`src/rtl/touch_frame_parser_assert.svh`:
```
// Assertion macros for the touch frame parser.
`ifndef TOUCH_FRAME_PARSER_ASSERT_SVH
`define TOUCH_FRAME_PARSER_ASSERT_SVH

// Same-cycle implication, disabled while in reset.
`define TFP_ASSERT_NOW(label, clk, rst_n, ante, cons) \
	label: assert property (@(posedge clk) disable iff (!rst_n) (ante) |-> (cons)) \
		else $error("touch_frame_parser: same-cycle check failed");

// Next-cycle implication, disabled while in reset.
`define TFP_ASSERT_NEXT(label, clk, rst_n, ante, cons) \
	label: assert property (@(posedge clk) disable iff (!rst_n) (ante) |=> (cons)) \
		else $error("touch_frame_parser: next-cycle check failed");

`endif

```
`src/rtl/tfp_pkg.sv`:
```
package tfp_pkg;

	typedef enum logic [1:0] {
		PH_IDLE = 2'd0,
		PH_LEN  = 2'd1,
		PH_DATA = 2'd2,
		PH_SUM  = 2'd3
	} phase_t;

	localparam logic [7:0] START_BYTE = 8'hF0;
	localparam logic [7:0] HDR_B0     = 8'h00;
	localparam logic [7:0] HDR_B1     = 8'h0C;
	localparam logic [7:0] HDR_B2     = 8'h01;
	localparam int         HEAD_N     = 8;

	typedef struct packed {
		logic        touched;
		logic [15:0] x_pos;
		logic [15:0] y_pos;
	} report_t;

endpackage

```
`src/rtl/tfp_byte_if.sv`:
```
interface tfp_byte_if;
	logic       valid;
	logic       ready;
	logic [7:0] rx_byte;

	modport source (output valid, output rx_byte, input ready);
	modport sink (input valid, input rx_byte, output ready);
endinterface

```
`src/rtl/tfp_report_if.sv`:
```
interface tfp_report_if;
	logic        valid;
	logic        ready;
	logic        touched;
	logic [15:0] x_pos;
	logic [15:0] y_pos;

	modport source (output valid, output touched, output x_pos, output y_pos, input ready);
	modport sink (input valid, input touched, input x_pos, input y_pos, output ready);
endinterface

```
`src/rtl/touch_frame_parser.sv`:
```
// Channel   Dir  Payload                    Meaning
// rx        in   rx_byte[7:0]               one received serial byte per word
// report    out  touched, x_pos, y_pos      one touch report per valid frame
//
// Path: a byte waits in the input register, and the report word built from
// the frame leaves from the output register.
// Throughput: one byte per cycle while report.ready is high; the frame state
// update and checksum compare fit between the two registers.
// Reset (arst_n low) returns the parser to idle with cleared header bytes.
// A report not taken holds the output register; the input register still
// accepts one more byte, after which rx.ready drops until the report leaves.
module touch_frame_parser
	import tfp_pkg::*;
#(
	parameter int MAX_FRAME = 48
) (
	input  logic clk,
	input  logic arst_n,
	tfp_byte_if.sink     rx,
	tfp_report_if.source report
);

`include "touch_frame_parser_assert.svh"

	// count must hold any accepted length, i.e. up to MAX_FRAME-1
	localparam int CNT_W = $clog2(MAX_FRAME);

	// input stage
	logic       valid_s1;
	logic [7:0] byte_s1;

	// frame state
	phase_t               phase_q, phase_d;
	logic [CNT_W-1:0]     len_q, len_d;
	logic [CNT_W-1:0]     cnt_q, cnt_d;
	logic [CNT_W:0]       cnt_inc;
	logic [7:0]           sum_q, sum_d;
	logic [HEAD_N-1:0][7:0] head_q, head_d;

	// output stage
	logic    out_valid_q;
	report_t report_q, report_d;
	logic    report_load;

	logic out_free;
	logic take;
	logic len_ok;
	logic frame_ok;

	assign out_free = !out_valid_q || report.ready;
	assign take     = valid_s1 && out_free;
	assign rx.ready = !valid_s1 || out_free;

	assign len_ok   = {1'b0, byte_s1} < 9'(MAX_FRAME);
	assign cnt_inc  = {1'b0, cnt_q} + {{CNT_W{1'b0}}, 1'b1};
	assign frame_ok = (byte_s1 == sum_q) && (head_q[0] == HDR_B0) &&
		(head_q[1] == HDR_B1) && (head_q[2] == HDR_B2);

	always_ff @(posedge clk or negedge arst_n) begin
		if (!arst_n) begin
			valid_s1 <= 1'b0;
		end else if (rx.ready) begin
			valid_s1 <= rx.valid;
		end
	end

	always_ff @(posedge clk) begin
		if (rx.ready && rx.valid) begin
			byte_s1 <= rx.rx_byte;
		end
	end

	// next phase
	always_comb begin
		phase_d = phase_q;
		case (phase_q)
			PH_IDLE: begin
				if (byte_s1 == START_BYTE) phase_d = PH_LEN;
			end
			PH_LEN: begin
				if (!len_ok) phase_d = PH_IDLE;
				else if (byte_s1 == 8'h00) phase_d = PH_SUM;
				else phase_d = PH_DATA;
			end
			PH_DATA: begin
				if (cnt_inc >= {1'b0, len_q}) phase_d = PH_SUM;
			end
			PH_SUM: begin
				phase_d = PH_IDLE;
			end
			default: phase_d = PH_IDLE;
		endcase
	end

	// datapath per phase
	always_comb begin
		len_d       = len_q;
		cnt_d       = cnt_q;
		sum_d       = sum_q;
		head_d      = head_q;
		report_load = 1'b0;
		report_d    = '0;
		case (phase_q)
			PH_IDLE: begin
			end
			PH_LEN: begin
				cnt_d = '0;
				if (len_ok) begin
					len_d  = byte_s1[CNT_W-1:0];
					sum_d  = byte_s1;
					head_d = '0;
				end else begin
					len_d = '0;
				end
			end
			PH_DATA: begin
				if (cnt_q < CNT_W'(HEAD_N)) head_d[cnt_q[2:0]] = byte_s1;
				sum_d = sum_q + byte_s1;
				cnt_d = cnt_inc[CNT_W-1:0];
			end
			PH_SUM: begin
				if (frame_ok) begin
					report_load = 1'b1;
					if (head_q[3] != 8'h00) begin
						report_d.touched = 1'b1;
						report_d.x_pos   = {head_q[5], head_q[4]};
						report_d.y_pos   = {head_q[7], head_q[6]};
					end
				end
				len_d  = '0;
				cnt_d  = '0;
				sum_d  = '0;
				head_d = '0;
			end
			default: begin
			end
		endcase
	end

	always_ff @(posedge clk or negedge arst_n) begin
		if (!arst_n) begin
			phase_q <= PH_IDLE;
			len_q   <= '0;
			cnt_q   <= '0;
			sum_q   <= '0;
			head_q  <= '0;
		end else if (take) begin
			phase_q <= phase_d;
			len_q   <= len_d;
			cnt_q   <= cnt_d;
			sum_q   <= sum_d;
			head_q  <= head_d;
		end
	end

	always_ff @(posedge clk or negedge arst_n) begin
		if (!arst_n) begin
			out_valid_q <= 1'b0;
		end else if (out_free) begin
			out_valid_q <= take && report_load;
		end
	end

	always_ff @(posedge clk) begin
		if (take && report_load) begin
			report_q <= report_d;
		end
	end

	assign report.valid   = out_valid_q;
	assign report.touched = report_q.touched;
	assign report.x_pos   = report_q.x_pos;
	assign report.y_pos   = report_q.y_pos;

	// a report is only ever raised by a checksum byte
	`TFP_ASSERT_NOW(a_report_from_sum, clk, arst_n, take && report_load, phase_q == PH_SUM)
	// payload count stays below the frame length
	`TFP_ASSERT_NOW(a_cnt_below_len, clk, arst_n, phase_q == PH_DATA, cnt_q < len_q)
	// checksum byte always closes the frame
	`TFP_ASSERT_NEXT(a_sum_to_idle, clk, arst_n, take && phase_q == PH_SUM,
		phase_q == PH_IDLE)
	// header store is clear whenever no frame is open
	`TFP_ASSERT_NOW(a_idle_head_clear, clk, arst_n, phase_q == PH_IDLE, head_q == '0)

endmodule

```
`src/flat_wrapper.sv`:
```
// flat-port wrapper written by rule: the top's interface ports become plain ports
module touch_frame_parser_flat import tfp_pkg::*;
#(
	parameter int MAX_FRAME = 48
)
  (clk, arst_n, rx_valid, rx_rx_byte, rx_ready, report_valid, report_touched, report_x_pos, report_y_pos, report_ready);
  tfp_byte_if rx_i ();
  tfp_report_if report_i ();
  input  logic clk;
  input  logic arst_n;
  input wire logic [$bits(rx_i.valid)-1:0] rx_valid;
  input wire logic [$bits(rx_i.rx_byte)-1:0] rx_rx_byte;
  output wire logic [$bits(rx_i.ready)-1:0] rx_ready;
  output wire logic [$bits(report_i.valid)-1:0] report_valid;
  output wire logic [$bits(report_i.touched)-1:0] report_touched;
  output wire logic [$bits(report_i.x_pos)-1:0] report_x_pos;
  output wire logic [$bits(report_i.y_pos)-1:0] report_y_pos;
  input wire logic [$bits(report_i.ready)-1:0] report_ready;
  assign rx_i.valid = rx_valid;
  assign rx_i.rx_byte = rx_rx_byte;
  assign rx_ready = rx_i.ready;
  assign report_valid = report_i.valid;
  assign report_touched = report_i.touched;
  assign report_x_pos = report_i.x_pos;
  assign report_y_pos = report_i.y_pos;
  assign report_i.ready = report_ready;
  touch_frame_parser #(.MAX_FRAME(MAX_FRAME)) u_core (.clk(clk), .arst_n(arst_n), .rx(rx_i), .report(report_i));
endmodule
```
`config.mk`:
```
export PLATFORM = sky130hd
export DESIGN_NAME = touch_frame_parser_flat
export DESIGN_NICKNAME = d
export VERILOG_FILES = /design/src/rtl/tfp_pkg.sv /design/src/rtl/tfp_byte_if.sv /design/src/rtl/tfp_report_if.sv /design/src/rtl/touch_frame_parser.sv /design/src/flat_wrapper.sv
export VERILOG_INCLUDE_DIRS = /design/src /design/src/rtl
export SDC_FILE = /design/constraint.sdc
export NUM_CORES = 1
export LEC_CHECK = 0
export ABC_CLOCK_PERIOD_IN_PS = 5000
export BUFFER_PORTS_ARGS = -buffer_cell sky130_fd_sc_hd__buf_2
export CORE_MARGIN = 2
export CORE_UTILIZATION = 64
export DETAILED_ROUTE_END_ITERATION = 8
export PLACE_DENSITY = 0.84
export SLEW_MARGIN = 15
export SYNTH_ARGS = -nofsm -noshare
export SYNTH_HDL_FRONTEND = slang
export SYNTH_SLANG_ARGS = --single-unit
```
`constraint.sdc`:
```
create_clock -name clk -period 5 [get_ports clk]
set_input_delay 0.25 -clock clk [delete_from_list [all_inputs] [get_ports clk]]
set_output_delay 0.25 -clock clk [all_outputs]
set_load 0.01 [all_outputs]
```
# Yosys cells after proc, flatten, opt, wreduce, memory -nomap -nowiden

Index checks and enable logic that the tools add are counted.

Register bits after elaboration: 129
Bits of input ports: 12
Output and inout port bits: 35
Logic and storage cells: 81

Add/subtract/negate cells: 2
Order comparisons: 5
Eq/ne operators: 11
Multiplexer cells: 19
Reductions and logical operators: 26

Operators with widths:

| kind                                                                     | number |
|---|---|
| 64-bit case mux with 3 select lines                                      | 1 |
| 64-bit 2-to-1 mux                                                        | 2 |
| 64-bit bitwise mux                                                       | 1 |
| 33-bit 2-to-1 mux                                                        | 1 |
| 8-bit demux with 3-bit select                                            | 1 |
| 6-bit case mux with 2 select lines                                       | 2 |
| 8-bit case mux with 3 select lines                                       | 1 |
| 8-bit zero test                                                          | 2 |
| 8-bit 2-to-1 mux                                                         | 2 |
| 3-bit AND reduction                                                      | 3 |
| 8-bit adder                                                              | 1 |
| 8-bit by 1-bit equality test with 1-bit output (second input constant)   | 1 |
| 8-bit by 4-bit equality test with 1-bit output (second input constant)   | 1 |
| 8-bit equality test                                                      | 1 |
| 8-bit equality test (second input constant)                              | 1 |
| 8-bit by 6-bit < comparator with 1-bit output (second input constant)    | 1 |
| 2-bit by 1-bit inequality test with 1-bit output (second input constant) | 4 |
| 2-bit case mux with 4 select lines                                       | 1 |
| 8-bit nonzero test                                                       | 1 |
| 6-bit by 1-bit adder with 7-bit output (second input constant)           | 1 |
| 7-bit by 6-bit >= comparator with 1-bit output                           | 1 |
| 1-bit logical AND                                                        | 7 |
| 6-bit by 4-bit < comparator with 1-bit output (second input constant)    | 1 |
| 2-bit 2-to-1 mux                                                         | 3 |
| 14 further kinds                                                         | 22 |

# Depth between registers and ports, before layout

Depth in word-level cells: 7
Mapped depth: 10
Mapped depth without buffers: 9

# Least setup slack after synthesis

No wires, ideal clock.

Path kind: reg-to-reg
From: register u_core.byte_s1[6]
To: register u_core.report_q, in the netlist u_core.report.touched (enable)
Setup time: 0.394 ns
Arrival time: 2.304 ns
Required time: 4.606 ns
Setup slack: 2.302 ns
Cell stages (with the launch flop): 6
Cells stage by stage: edfxtp_1 -> ha_1 -> nor4_2 -> nand2_1 -> nor4_2 -> and2_1

Cells in the longest elaborated chain, start to end: 7

RTL lines:

| element                        | line                      | source |
|---|---|---|
| from (decl)                    | touch_frame_parser.sv:30  | `logic [7:0] byte_s1;` |
| from (signal assigned)         | touch_frame_parser.sv:69  | `byte_s1 <= rx.rx_byte;` |
| 8-bit equality test            | touch_frame_parser.sv:56  | `assign frame_ok = (byte_s1 == sum_q) && (head_q[0] == HDR_B0) &&` |
| 1-bit logical AND (2 in a row) | touch_frame_parser.sv:56  |  |
| 1-bit logical AND              | touch_frame_parser.sv:57  | `(head_q[1] == HDR_B1) && (head_q[2] == HDR_B2);` |
| 1-bit 2-to-1 mux               | touch_frame_parser.sv:122 | `if (frame_ok) begin` |
| 1-bit 2-to-1 mux               | touch_frame_parser.sv:103 | `case (phase_q)` |
| 1-bit logical AND              | touch_frame_parser.sv:165 | `if (take && report_load) begin` |
| to (signal assigned)           | touch_frame_parser.sv:166 | `report_q <= report_d;` |
| to (decl)                      | touch_frame_parser.sv:42  | `report_t report_q, report_d;` |

No other way between the ends.
A chain may end at the register's enable or synchronous reset.

# Final worst setup path

From: register u_core.byte_s1[6]
To: register u_core.report_q, in the netlist u_core.report.x_pos[14] (data pin)

Cells in the longest elaborated chain, start to end: 5

RTL lines:

| element                        | line |
|---|---|
| 8-bit equality test            | touch_frame_parser.sv:56 |
| 1-bit logical AND (2 in a row) | touch_frame_parser.sv:56 |
| 1-bit logical AND              | touch_frame_parser.sv:57 |
| 3-bit AND reduction (no line)  | - |

No other way between the ends.

==> summary.md <==
| Metric | Value |
|---|---|
| Outcome | `finished, final reports clean` |
| Critical path launch point type | `register` |
| Vias in the first global route | `4206` |
| Post-route core utilization | `76.2%` |
| Setup violations, final | `0` |
| Asr flop ratio synth | `68.2%` |
| Type of the setup path with the least slack | `reg -> reg` |
| Avg Synthesized Cell Area | `12.6 sq um` |
| Antenna violations before repair | `0` |
| Register-to-Register Path Depth | `6` |
| Via count | `4005` |
| Worst slack after detailed placement | `2.28 ns` |
| Number of fill cells | `507` |
| Final antenna-violating net count | `0` |
| Multiplexer area fraction after synthesis | `0%` |
| Worst-case setup margin in the final layout | `2.19 ns` |
| Starting Density | `65.9%` |
| Xor and xnor fraction of the mapped netlist area | `1.23%` |
| Dominant register cell in the synthesized netlist | `sky130_fd_sc_hd__dfrtp_1` |
| Slew margin rel. | `40.2%` |
| Final Cycle Share | `56.1%` |
| Via density | `6.48` |
| Post-Synthesis Cells | `455` |
| Latest clock arrival within the worst-skew pair | `0.52 ns` |
| Placer congestion estimate | `0.927` |
| Final Cell Area | `6610 sq um` |
| I/O pin count | `47` |
| Cell types occupying the most area after synthesis | `sky130_fd_sc_hd__dfrtp_1 39%, sky130_fd_sc_hd__edfxtp_1 22%, sky130_fd_sc_hd__a22o_1 11%` |
| Most common library cells after synthesis | `88 x sky130_fd_sc_hd__dfrtp_1, 70 x sky130_fd_sc_hd__a22o_1, 52 x sky130_fd_sc_hd__and2_1` |
| Post-Synth Simple-Gate Area | `13.8%` |
| Wire length of the first global-routing pass | `21.2 mm` |
| Leading area contributor after synthesis | `sky130_fd_sc_hd__dfrtp_1` |
| Width of the die | `98.5 microns` |
| Warnings, synthesis | `0` |
| Floorplan die area | `9710 sq um` |
| Main combinational cell family by area after synthesis | `compound AO/OA/AOI/OAI gates` |
| Number of port buffers | `46` |
| First DRT Iteration DRCs | `352` |
| Synthesized-area fraction occupied by ao, oa, aoi and oai cells | `17.9%` |
| Placeable core region | `8680 sq um` |
| Final period demand of the worst path | `2.81 ns` |
| WL/cell | `20.7 microns` |
| Number of buffers between clock root and the deepest sink | `2` |
| Number of CTS-inserted buffers | `17` |
| Ratio of total power to cell area | `461 nW/um^2` |
| Total negative slack | `0 ns` |
| Fraction of layout cells with a size suffix above 1 | `18.4%` |
| Slew @ Worst Pin | `0.893 ns` |
| Uppermost metal layer occupied by signal nets | `met4` |
| First drt pass iteration count | `7` |
| Worst min-delay path class | `in -> reg` |
| Floorplan die height | `98.5 microns` |
| Post-synthesis to final-layout area growth | `15.6%` |
| Setup repair after global routing missed its margin | `no` |
| DR WL met2 | `6.52 mm` |
| Layout Skew | `0.00861 ns` |
| Number of remaining DRC errors | `0` |
| Overall power after layout | `3.05 mW` |
| Clock sink count | `129` |
| Detailed placer's ending HPWL | `7.72 mm` |
| Pin count of the biggest net entering global routing | `89` |
| Net count of the mapped netlist | `482` |
| Highest clock rate | `356 MHz` |
| Max IR drop VDD | `0.290 mV` |
| Row cnt | `34` |
| Top-count cell post-synth | `sky130_fd_sc_hd__dfrtp_1` |
| Max-cap check violation count | `0` |
| Share of the synthesized area in the top cell type | `38.5%` |
| Final hold slack | `0.0622 ns` |
| Clock transition at the registers of the reported paths | `0.06 ns` |
| Worst path arrival time | `3.18 ns` |
| TritonCTS clock tree | `done` |
| Remaining Overflow, GRT | `0` |
| Number of placed cells counting well taps | `577` |
| Depth of the CTS H-tree | `4` |
| Data required time of the worst path | `5.37 ns` |
| Area of the mapped netlist | `5720 sq um` |
| Synth cell types | `49` |
| Area post-placement | `5910 sq um` |
| Number of resized instances in the post-cts repair step | `0` |
| Clk root buf | `sky130_fd_sc_hd__clkbuf_8` |
| Critical Path Sink Type | `register` |
| WL met1 | `5.26 mm` |
| Number of nets in the finished design | `525` |
| Share of the yosys chip area belonging to registers | `60.0%` |
| Slew Limit Fails | `0` |
| Number of non-filler instances in the completed layout | `618` |
| Final wirelength | `12.8 mm` |
| Post-Synth Adder-Cell Area | `3.41%` |
| Antenna diode instance count | `0` |
| Count of final hold-check violations | `0` |
| Number of enable flip-flop cells after synthesis | `41` |
| Met3 WL post-DR | `729 microns` |
| Worst Hold Path Cells | `4` |
| Global-route usage over all layers | `28.6%` |
| Static leakage | `3.03 nW` |
| Register bit count reported by yosys | `129` |
| Largest driver fanout on the critical path | `33` |
-- power by group --
part,switching (mW),total (mW),internal (mW)
logic,0.354,0.558,0.204
registers,0.0888,1.24,1.15
clock network,0.483,1.25,0.766
total,0.926,3.05,2.12
-- final cells by class --
class,instances,area (sq um),share of cell area [%]
clock buffer,17,414,6.26
clock inverter,14,181,2.74
sequential,129,3430,51.9
inverter,6,22.5,0.341
multi-input combinational,287,2080,31.5
timing repair buffer,57,344,5.20
tap,108,135,2.04
-- sequential cells by signal, summed over array words and instances (netlist names), named ones only --
signal and count:
u_core.report.touched 1, u_core.report.valid 1, u_core.phase_q 1, u_core.sum_q 8, u_core.byte_s1 8, u_core.report.x_pos 16, u_core.head_q 64, u_core.report.y_pos 16
u_core.len_q 6, u_core.valid_s1 1, u_core.cnt_q 6
-- layer usage --
metal / vias up / GRT usage (%)
met1: 1999 / 36.6
met5: - / 0
met4: 0 / 15.4
met2: 189 / 46.0
met3: 38 / 6.31
li1: 1779 / -
-- placed cells by master, fill, tap and decap left out, drive strengths merged, types with 5 or more instances in the layout --
cell	n
a21oi	16
a22o	70
and2	52
buf	47
clkbuf	17
dfrtp	88
dlygate4sd3	10
edfxtp	41
ha	14
inv	11
nand2	17
nand2b	5
nand3	8
nor2	17
nor2b	7
nor3	6
nor4	10
o21ai	21
xnor2	6
-- final timing paths --
kind	startpoint	to	slack [ns]
min in group asynchronous	arst_n	u_core.valid_s1$_DFFE_PN0N_	0.34
min	report_ready	u_core.valid_s1$_DFFE_PN0N_	0.06
max reg2reg	u_core.byte_s1[6]$_DFFE_PP_	u_core.report.x_pos[14]$_SDFFCE_PN0P_	2.19
max in group asynchronous	arst_n	u_core.sum_q[7]$_DFFE_PN0P_	4.07
min reg2reg	u_core.len_q[5]$_DFFE_PN0P_	u_core.len_q[5]$_DFFE_PN0P_	0.49
max	u_core.byte_s1[6]$_DFFE_PP_	u_core.report.x_pos[14]$_SDFFCE_PN0P_	2.19
-- critical path, cell delays in order, from the launching register on --
cell and delay (ns):
sky130_fd_sc_hd__edfxtp_1 0.55, sky130_fd_sc_hd__ha_1 0.42, sky130_fd_sc_hd__nor4_2 0.27, sky130_fd_sc_hd__nand2_1 0.13, sky130_fd_sc_hd__nor4_2 0.38, sky130_fd_sc_hd__a21boi_4 0.63
sky130_fd_sc_hd__and2_1 0.27
-- cell families (layout without fill, tap and decap cells) --
logic type | count (synthesis) | in the layout
adders and majority gates | 15 | 15
AOI/OAI and AO/OA | 129 | 129
buffers and inverters | 39 | 94
DFF | 129 | 129
and+or+nand+nor | 135 | 135
xor gates and xnor gates | 8 | 8
-- what timing repair did --
action	in CTS	in global routing
hold buffers	10	0
setup buffers	0	0
endpoints found under the hold margin	97	0
(Power assumes the default switching activity.)
